<file path="src/sorted_leaf_table_top_macros.svh">
// Assertion macros for the sorted leaf table top level.
// Uses the i_clk and i_rst_n names of the including module.
`ifndef SORTED_LEAF_TABLE_TOP_MACROS_SVH
`define SORTED_LEAF_TABLE_TOP_MACROS_SVH

`define SLT_CHK_NOW(lbl, ante, cons, msg) \
    lbl: assert property (@(posedge i_clk) disable iff (!i_rst_n) (ante) |-> (cons)) \
        else $error(msg);

`define SLT_CHK_NEXT(lbl, ante, cons, msg) \
    lbl: assert property (@(posedge i_clk) disable iff (!i_rst_n) (ante) |=> (cons)) \
        else $error(msg);

`endif

</file>
<file path="src/slt_pkg.sv">
// Shared types and codes for the sorted leaf table.
// No dependencies.
`default_nettype none

package slt_pkg;

    localparam int VALUE_BITS = 64;
    localparam int KEY_FIELD_BITS = 64;
    localparam int COUNT_FIELD_BITS = 7;

    typedef enum logic [1:0] {
        CMD_INSERT = 2'd0,
        CMD_LOOKUP = 2'd1,
        CMD_REMOVE = 2'd2
    } t_cmd;

    typedef enum logic [1:0] {
        ST_DONE = 2'd0,
        ST_MISS = 2'd1,
        ST_FULL = 2'd2
    } t_status;

    typedef enum logic {
        S_IDLE = 1'b0,
        S_EXEC = 1'b1
    } t_state;

    typedef struct packed {
        logic [1:0]                command;
        logic [KEY_FIELD_BITS-1:0] key;
        logic [VALUE_BITS-1:0]     entry_value;
    } t_in_word;

    typedef struct packed {
        logic [1:0]                  status;
        logic [VALUE_BITS-1:0]       found_value;
        logic [COUNT_FIELD_BITS-1:0] entry_count;
    } t_out_word;

    typedef struct packed {
        logic cmp_en;
        logic ins;
        logic del;
    } t_cell_ctl;

endpackage

`default_nettype wire

</file>
<file path="src/slt_cell.sv">
// One slot of the sorted table: holds a key/value pair, compares it
// against the incoming word and shifts with its neighbors. Uses slt_pkg.
`default_nettype none

module slt_cell #(
    parameter int KEY_BITS = 64
) (
    input  logic                          i_clk,
    input  slt_pkg::t_cell_ctl            i_ctl,
    input  logic                          i_occupied,
    input  logic [KEY_BITS-1:0]           i_cmp_key,
    input  logic [slt_pkg::VALUE_BITS-1:0] i_cmp_value,
    input  logic [KEY_BITS-1:0]           i_new_key,
    input  logic [slt_pkg::VALUE_BITS-1:0] i_new_value,
    input  logic                          i_left_lt,
    input  logic [KEY_BITS-1:0]           i_left_key,
    input  logic [slt_pkg::VALUE_BITS-1:0] i_left_value,
    input  logic [KEY_BITS-1:0]           i_right_key,
    input  logic [slt_pkg::VALUE_BITS-1:0] i_right_value,
    input  logic                          i_take_right,
    output logic                          o_lt,
    output logic                          o_eq,
    output logic                          o_vm,
    output logic [KEY_BITS-1:0]           o_key,
    output logic [slt_pkg::VALUE_BITS-1:0] o_value
);
    import slt_pkg::*;

    logic [KEY_BITS-1:0]   r_key;
    logic [VALUE_BITS-1:0] r_value;
    logic                  r_lt;
    logic                  r_eq;
    logic                  r_vm;

    always_ff @(posedge i_clk) begin
        if (i_ctl.cmp_en) begin
            r_lt <= i_occupied && (r_key < i_cmp_key);
            r_eq <= i_occupied && (r_key == i_cmp_key);
            r_vm <= (r_value == i_cmp_value);
        end
        if (i_ctl.ins && !r_lt) begin
            if (i_left_lt) begin
                r_key   <= i_new_key;
                r_value <= i_new_value;
            end else begin
                r_key   <= i_left_key;
                r_value <= i_left_value;
            end
        end else if (i_ctl.del && i_take_right) begin
            r_key   <= i_right_key;
            r_value <= i_right_value;
        end
    end

    assign o_lt    = r_lt;
    assign o_eq    = r_eq;
    assign o_vm    = r_vm;
    assign o_key   = r_key;
    assign o_value = r_value;

endmodule

`default_nettype wire

</file>
<file path="config.mk">
export PLATFORM = sky130hd
export DESIGN_NAME = slt_cell
export DESIGN_NICKNAME = d
export VERILOG_FILES = /design/src/sorted_leaf_table_top_macros.svh /design/src/slt_pkg.sv /design/src/slt_cell.sv
export SDC_FILE = /design/constraint.sdc
export NUM_CORES = 1
export LEC_CHECK = 0
export BUFFER_PORTS_ARGS = -buffer_cell sky130_fd_sc_hd__buf_4
export CORE_AREA = 2 2 251 253
export CTS_BUF_LIST = sky130_fd_sc_hd__clkbuf_4 sky130_fd_sc_hd__clkbuf_8
export CTS_CLUSTER_DIAMETER = 80
export DETAILED_ROUTE_END_ITERATION = 10
export DIE_AREA = 0 0 253 255
export SYNTH_ARGS = -nofsm -noshare
export SYNTH_HDL_FRONTEND = slang
export SYNTH_SLANG_ARGS = --single-unit
</file>
<file path="constraint.sdc">
create_clock -name i_clk -period 5.1 [get_ports i_clk]
set_input_delay 0.255 -clock i_clk [delete_from_list [all_inputs] [get_ports i_clk]]
set_output_delay 0.255 -clock i_clk [all_outputs]
set_load 0.02 [all_outputs]
</file>
* After elaboration in Yosys (flattened, before gate mapping)
Cells that the tools add are included.
** Cells by class
- Reductions and logical operators :: 6
- Equal/unequal tests :: 2
- Order comparisons :: 1
- Muxes and demuxes :: 6
** Operators by type and width (number)
- 64-bit two-way mux :: 6
- 64-bit equality test :: 2
- 64-bit < comparator :: 1
- 1-bit logical AND :: 4
- 2-bit nonzero test :: 1
- 1-bit zero test :: 1
** Storage, ports and cells
- Output and inout port bits :: 131
- Register bits :: 131
- Word-level logic and storage cells :: 20

* Logic depth before layout (Yosys ltp)
Gate-level depths: netlist of run 1.
- Word-level depth :: 3
- Mapped depth :: 8

* Least setup slack after synthesis of run 1
OpenSTA, ideal clock, no wires.
- Kind :: register -> register
- Start :: reg r_lt, in the netlist o_lt
- End :: reg r_key[0], in the netlist o_key[0], enable pin
- Setup slack :: 630 ps
- Stages on the path, launching flop included :: 6
- Buffers on the path :: 3
- Clock period less this slack :: 4470 ps
- Library setup time :: 1115 ps
- Arrival time :: 3355 ps
- Path through :: edfxtp_1 -> nand2b_1 -> buf_2 -> clkbuf_1 -> buf_2 -> nand2_1
** On the way
- Longest elaborated chain between the ends :: 3
** RTL lines
- start: declaration :: line slt_cell.sv:31 : logic r_lt;
- start signal: assignment :: line slt_cell.sv:37 : r_lt <= i_occupied && (r_key < i_cmp_key);
- 1-bit zero test :: line slt_cell.sv:41 : if (i_ctl.ins && !r_lt) begin
- 1-bit logical AND :: line slt_cell.sv:41
- 2-bit nonzero test (no source line)
- end signal: assignment :: line slt_cell.sv:43 : r_key <= i_new_key;
- end signal: assignment :: line slt_cell.sv:46 : r_key <= i_left_key;
- end signal: assignment :: line slt_cell.sv:50 : r_key <= i_right_key;
- end: declaration :: line slt_cell.sv:29 : logic [KEY_BITS-1:0] r_key;
Every way passes these cells.
A chain may end at the register's enable or synchronous reset.

* Final worst setup path of run 1
- Start :: reg r_key[15], in the netlist o_key[15]
- End :: reg r_lt, in the netlist o_lt (data pin)
** On the way
- Longest elaborated chain between the ends :: 2
** RTL lines (line)
- 64-bit < comparator :: slt_cell.sv:37
- 1-bit logical AND :: slt_cell.sv:37
Every way passes these cells.

==> results of run 1 <==
==> stage by stage <==
step	area, um^2	util, %	hold slack [ns]	setup slack (ns)	cells
after floorplan	8895	-	0.3675	0.6301	873
after global placement	14690	23.64	0.5299	1.963	2288
after detailed placement	14690	23.64	0.5340	2.020	2288
after CTS	16570	26.65	0.001208	2.002	2468
after global routing	16580	26.67	0.05167	1.957	2473
final	16580	26.68	0.06901	2.038	2475
==> registers in the layout, indices dropped and copies added, names as in the netlist <==
name	flops
o_lt	1
o_value	64
o_vm	1
o_key	64
o_eq	1
==> timing repair <==
item                                   4_1_cts  5_1_grt
gates resized for setup                      0        0
setup buffers                                0        0
endpoints found under the hold margin      125        0
hold buffers                               148        0
==> per-layer routing <==
| layer | GRT usage (%) | share of wire [%] | vias up |
|---|---|---|---|
| li1 | - | - | 4717 |
| met5 | 0 | 0 | - |
| met3 | 3.671 | 6.4 | 65 |
| met4 | 7.811 | 4.2 | 0 |
| met2 | 29.03 | 53 | 503 |
| met1 | 16.03 | 37 | 4535 |
==> critical path, stage by stage, from the launching register on <==
cell and delay, ns:
edfxtp_1 0.48, ha_1 0.36, nand4_1 0.15, nor3_1 1.07
a21oi_1 0.13, o21ai_0 0.41, a221oi_1 0.17
==> area by class of cell <==
type,instances,area [um^2]
Clock buffer,20,256.5
Multi-Input combinational cell,633,4538
Timing Repair Buffer,806,6452
Sequential cell,131,3934
Clock inverter,12,133.9
Inverter,67,251.5
Antenna cell,7,17.52
Tap cell,799,999.7
Fill cell,6584,45580
==> path summary, 6_finish.rpt <==
path / from / cells past startpoint / slack (ns) / to
setup / recovery: o_key[15]$_DFFE_PP_ / 6 / 2.04 / o_lt$_DFFE_PP_
setup reg to reg: o_key[15]$_DFFE_PP_ / 6 / 2.04 / o_lt$_DFFE_PP_
hold reg to reg: o_lt$_DFFE_PP_ / 3 / 0.83 / o_key[40]$_DFFE_PP_
hold / removal: i_right_value[42] / 3 / 0.07 / o_value[42]$_DFFE_PP_
==> cell usage after synthesis (2+ instances only) <==
master     instances  share of area, %
nor3_1             2              0.11
inv_1             67               2.8
mux2i_1          128                14
o21ai_0          134               7.5
ha_1              64               9.0
nand3_1            7              0.39
nor4_4             2              0.48
nor2_1             4              0.17
nand4_2            4              0.56
buf_2             23               1.3
nand2_1          145               6.1
nor4_1            18               1.3
a2111oi_0          2              0.20
nand4_1           13              0.91
edfxtp_1         131                44
a21oi_1           26               1.5
a221oi_1           3              0.30
a21o_1             7              0.59
clkbuf_1          19              0.80
xor2_1            64               6.3
==> report_power, final <==
group | internal (mW) | switching [mW] | total [mW]
sequential | 1.33 | 0.0990 | 1.43
clock | 0.449 | 0.507 | 0.956
combinational | 0.650 | 0.661 | 1.31
==> cells by family after synthesis <==
group	synth area share [%]
AND/OR/NAND/NOR	10.63
flip-flops	44.23
buffers and inverters	4.923
AO/OA/AOI/OAI	10.51
adder cells (fa/ha/maj)	9.003
XOR/XNOR	6.302
multiplexers	14.40
==> cell usage in the layout (no fill, tap or decap), drive strengths merged, types with 18 or more instances in the layout <==
cell type    count
a21oi           26
buf            657
clkbuf          21
dlygate4sd3    148
edfxtp         131
ha              64
inv             68
mux2i          128
nand2          145
nand4           18
nor4            21
o21ai          134
xor2            64
==> key figures, run 1 <==
Timing
  – Post-layout min period: 3.062 ns
  – Clock skew: 0.01638 ns
  – Max Freq: 0.3266 GHz
  – Worst slew margin: 11.86%
  – Fin crit share: 60.03%
  – Max Slew Vio Count: 0
  – Worst slew pin tran: 1.312 ns
  – RSZ-0062 raised after global routing: no
  – Endpoints failing setup: 0
  – Setup tns final: 0 ns
  – Final Hold Fails: 0

Place
  – # port buffers: 649
  – HPWL after detailed placement: 44230 um
  – Final GP Congestion: 0.9269

Floorplanning
  – Die ar.: 64520 um^2
  – I/O pin count: 650
  – Site row count: 92
  – Die height: 255 um
  – Width of the chip: 253 um
  – Initial Utilization: 14.31%
  – Core Box Area: 62160 um^2

Synthesis
  – Synth warn: 0
  – Synth cell types: 30
  – Mean Syn Cell Area: 10.19 um^2
  – Mapped Nets: 1456
  – Cells after Synth: 873
  – Synthesized cell area: 8895 um^2
  – EDFF count, synth: 131
  – Asr flop ratio synth: 0%
  – Seq/Total Area, Yosys: 44.23%
  – Primary FF master, synth: edfxtp_1
  – Synth Register Bits: 131

Cells and area
  – Area Overhead vs Synth: 86.44%
  – Ratio of cells with drive above 1 in the final layout: 41.94%
  – Nets@finish: 2239

Route
  – Final wirelength: 52470 um
  – Vias per cell: 3.968
  – DRC: 0
  – Antenna viol nets, final: 0
  – Via count: 9820
  – WL/cell: 21.20 um
  – First-pass DRT Iterations: 5
  – Initial drt markers: 512

Power and ir drop
  – VDD IR max: 0.1701 mV
  – Total Power: 3.700 mW
  – Leak Pwr: 7.971 nW
  – PwrDens: 223.1 nW/um^2

Critical path
  – CP Launch Type: flop
  – CP max FO: 3
  – Worst endpoint required time: 5.34 ns
  – Worst path arrival time: 3.30 ns
  – CP endpoint kind: flop
  – CP Class: flop to flop

GRT
  – Vias in the first global route: 10020
  – First-pass GRT wire length: 68900 um
  – Initial antenna violation count: 13
  – Largest net degree at the start of global routing: 145
  – Total GRT Usage: 15.46%
  – Gr ovfl total: 0

Worst hold path
  – HP Class: input port to flop

Clock network
  – TritonCTS Buffers: 17
  – Reg clk slew, reported paths: 0.09 ns
  – Clk_lat worst skew: 0.53 ns
  – TritonCTS clock tree: yes
  – Clk root buf: clkbuf_8
  – CTS max path bufs: 2
  – Clk sink count: 131
  – H-Tree Depth: 4

Run status
  – Status: finished clean

Flow run
  – Max_cap viols: 0
Note: power is estimated with default switching activity, not from simulation.
==> run 2: changes to the inputs <==
- clock period: 5.1 -> 3.2 ns (I/O delays scaled with it)
==> run 2 against run 1 <==
  * Sequential power is 57% higher
  * Maximum frequency rose by 12%
  * Via count rose by 2.5%
  * Worst setup slack worse by 1.6 ns
  * Clock power up 86%
  * First-iteration DRC count fell by 0.78%
  * Combinational power grew 69%
  * Register-to-register slack got worse by 1.6 ns
  * Final cell count grew 2.6%
  * Critical endpoint is now o_key[1]$_DFFE_PP_
  * Highest routed layer is now met5
==> key figures, run 2 (synthesis gave the netlist of run 1 again) <==
Timing
  – Endpoints failing setup: 0 (unchanged)
  – Worst slew margin: 14.25% (+2.4 points)
  – RSZ-0062 raised after global routing: no
  – Post-layout min period: 2.745 ns (-0.3169 ns)
  – Final Hold Slack: 0.06767 ns (-0.001345 ns)
  – Final Hold Fails: 0 (unchanged)
  – Max Freq: 0.3643 GHz (+12%)
  – Clock skew: 0.02519 ns (+0.008806 ns)
  – Worst slew pin tran: 1.273 ns (-0.03916 ns)
  – Fin crit share: 85.77% (+26 points)
  – Setup tns final: 0 ns (unchanged)
  – Max Slew Vio Count: 0 (unchanged)

Cells and area
  – Finished Cell Area: 17310 um^2 (+4.4%)
  – Post-Layout Cell Count: 2540 (+2.6%)
  – Ratio of cells with drive above 1 in the final layout: 40.75% (-1.2 points)
  – Most frequent cells in the layout: 658 x buf_4, 203 x dlygate4sd3_1, 144 x nand2_1
  – Nets@finish: 2300 (+2.7%)
  – Area Overhead vs Synth: 94.58%
  – # fillers: 6567 (-0.26%)
  – Commonest non-fill, non-tap cell in the layout: buf_4

Critical path
  – CP max FO: 139 (+136)
  – Worst endpoint required time: 3.35 ns (-1.99 ns)
  – CP endpoint kind: flop
  – CP Launch Type: flop
  – Worst path arrival time: 2.90 ns (-0.40 ns)
  – CP Class: flop to flop

Clock network
  – Clk sink count: 131 (unchanged)
  – Cts repair resizes: 0 (unchanged)
  – TritonCTS Buffers: 17 (unchanged)
  – Clk root buf: clkbuf_8
  – Reg clk slew, reported paths: 0.09 ns (about the same)
  – Setup Fix Bufs, Post-CTS: 0 (unchanged)
  – H-Tree Depth: 4 (unchanged)
  – CTS max path bufs: 2 (unchanged)
  – TritonCTS clock tree: yes
  – Clk_lat worst skew: 0.55 ns (+0.02 ns)
  – Hold_buf cts: 203 (+37%)

Route
  – First-pass DRT Iterations: 5 (unchanged)
  – Initial drt markers: 508 (-0.78%)
  – Final wirelength: 52110 um (-0.67%)
  – Antenna viol nets, final: 0 (unchanged)
  – WL/cell: 20.52 um (-3.2%)
  – DRC: 0 (unchanged)
  – Via count: 10067 (+2.5%)
  – Vias per cell: 3.963 (-0.11%)

GRT
  – Initial antenna violation count: 17 (+4)
  – Gr ovfl total: 0 (unchanged)
  – Vias in the first global route: 10622 (+6.0%)
  – Total GRT Usage: 15.51% (+0.050 points)
  – First-pass GRT wire length: 69350 um (+0.65%)
  – Largest net degree at the start of global routing: 140 (-3.4%)

Floorplanning
  – I/O pin count: 650 (unchanged)
  – Site row count: 92 (unchanged)
  – Die ar.: 64520 um^2 (unchanged)
  – Initial Utilization: 14.31% (unchanged)
  – Die height: 255 um (unchanged)
  – Width of the chip: 253 um (unchanged)
  – Core Box Area: 62160 um^2 (unchanged)

Flow run
  – Max_cap viols: 0 (unchanged)

Place
  – # port buffers: 649 (unchanged)
  – Dpl cell area: 14790 um^2 (+0.62%)
  – Final GP Congestion: 0.9240 (-0.31%)
  – Dpl cells: 2294 (+0.26%)
  – HPWL after detailed placement: 43360 um (-2.0%)

Power and ir drop
  – Net Sw Power: 2.071 mW (+63%)
  – Sequential share of power: 36.0% (-2.7 points)
  – PwrDens: 361.7 nW/um^2 (+62%)
  – Leak Pwr: 8.299 nW (+4.1%)
  – Clk network pwr share: 28.5% (+2.7 points)
  – VDD IR max: 0.2732 mV (+61%)
  – Comb pwr share: 35.5% (about the same)
  – Internal: 4.190 mW (+72%)
  – Switch share: 33.07% (-1.2 points)

Worst hold path
  – HP Class: input port to flop

Run status
  – Status: finished clean
## run 2: changes by cell type in the layout (fill, tap and decap cells not counted), sizes merged
cell	delta
dlygate4sd3	+55
clkbuf	-3
clkinv	-1
clkinvlp	-2
buf	+6
diode	+4
bufinv	+3
inv	+3
## run 2: cell type report
| class | instances | area, um^2 | area share (%) |
|---|---|---|---|
| timing repair buffer | 867 | 7086 | 40.94 |
| antenna | 11 | 27.53 | 0.1590 |
| multi-input combinational | 633 | 4547 | 26.27 |
| clock inverter | 15 | 229.0 | 1.323 |
| clock buffer | 17 | 234.0 | 1.352 |
| sequential | 131 | 3934 | 22.73 |
| tap | 799 | 999.7 | 5.776 |
| inverter | 67 | 251.5 | 1.453 |
## run 2: worst max-delay path, stage by stage, from the launching register on
cell and delay [ns]:
edfxtp_1 0.45, nand2b_4 0.29, buf_12 0.23, o21ai_0 1.15
## run 2: worst paths after layout
kind                                      startpoint                     to  slack, ns  cells after the start
worst max-delay path                  o_lt$_DFFE_PP_     o_key[1]$_DFFE_PP_       0.46                      3
worst max register to register        o_lt$_DFFE_PP_     o_key[1]$_DFFE_PP_       0.46                      3
worst min-delay path                i_left_value[47]  o_value[47]$_DFFE_PP_       0.07                      3
worst min register to register  o_value[7]$_DFFE_PP_         o_vm$_DFFE_PP_       0.89                      4
## run 2: power groups by stage
| stage | clock, mW | combinational (mW) | sequential (mW) |
|---|---|---|---|
| 2_1_floorplan | 0 | 0.609 | 2.47 |
| 3_3_place_gp | 0 | 1.96 | 2.29 |
| 3_5_place_dp | 0 | 1.97 | 2.30 |
| 4_1_cts | 1.86 | 2.25 | 2.26 |
| 5_1_grt | 1.92 | 2.39 | 2.27 |
| 6_report | 1.78 | 2.22 | 2.25 |
## run 2: per-stage QoR
| stage | power (mW) | worst slack (ns) | utilization [%] |
|---|---|---|---|
| 6_report | 6.261 | 0.4553 | 27.84 |
| 5_1_grt | 6.590 | 0.5105 | 27.84 |
| 4_1_cts | 6.369 | 0.5713 | 27.80 |
| 3_5_place_dp | 4.270 | 0.6112 | 23.79 |
| 3_3_place_gp | 4.246 | 0.6344 | 23.79 |
| 2_1_floorplan | 3.079 | 0.008827 | - |
## run 2: per-layer routing
| layer | global-route usage, % | share of wire, % | up-vias |
|---|---|---|---|
| li1 | - | - | 4841 |
| met1 | 15.52 | 36 | 4631 |
| met2 | 28.05 | 51 | 510 |
| met3 | 4.343 | 7.1 | 83 |
| met4 | 10.57 | 5.6 | 2 |
| met5 | 0 | 0.015 | - |
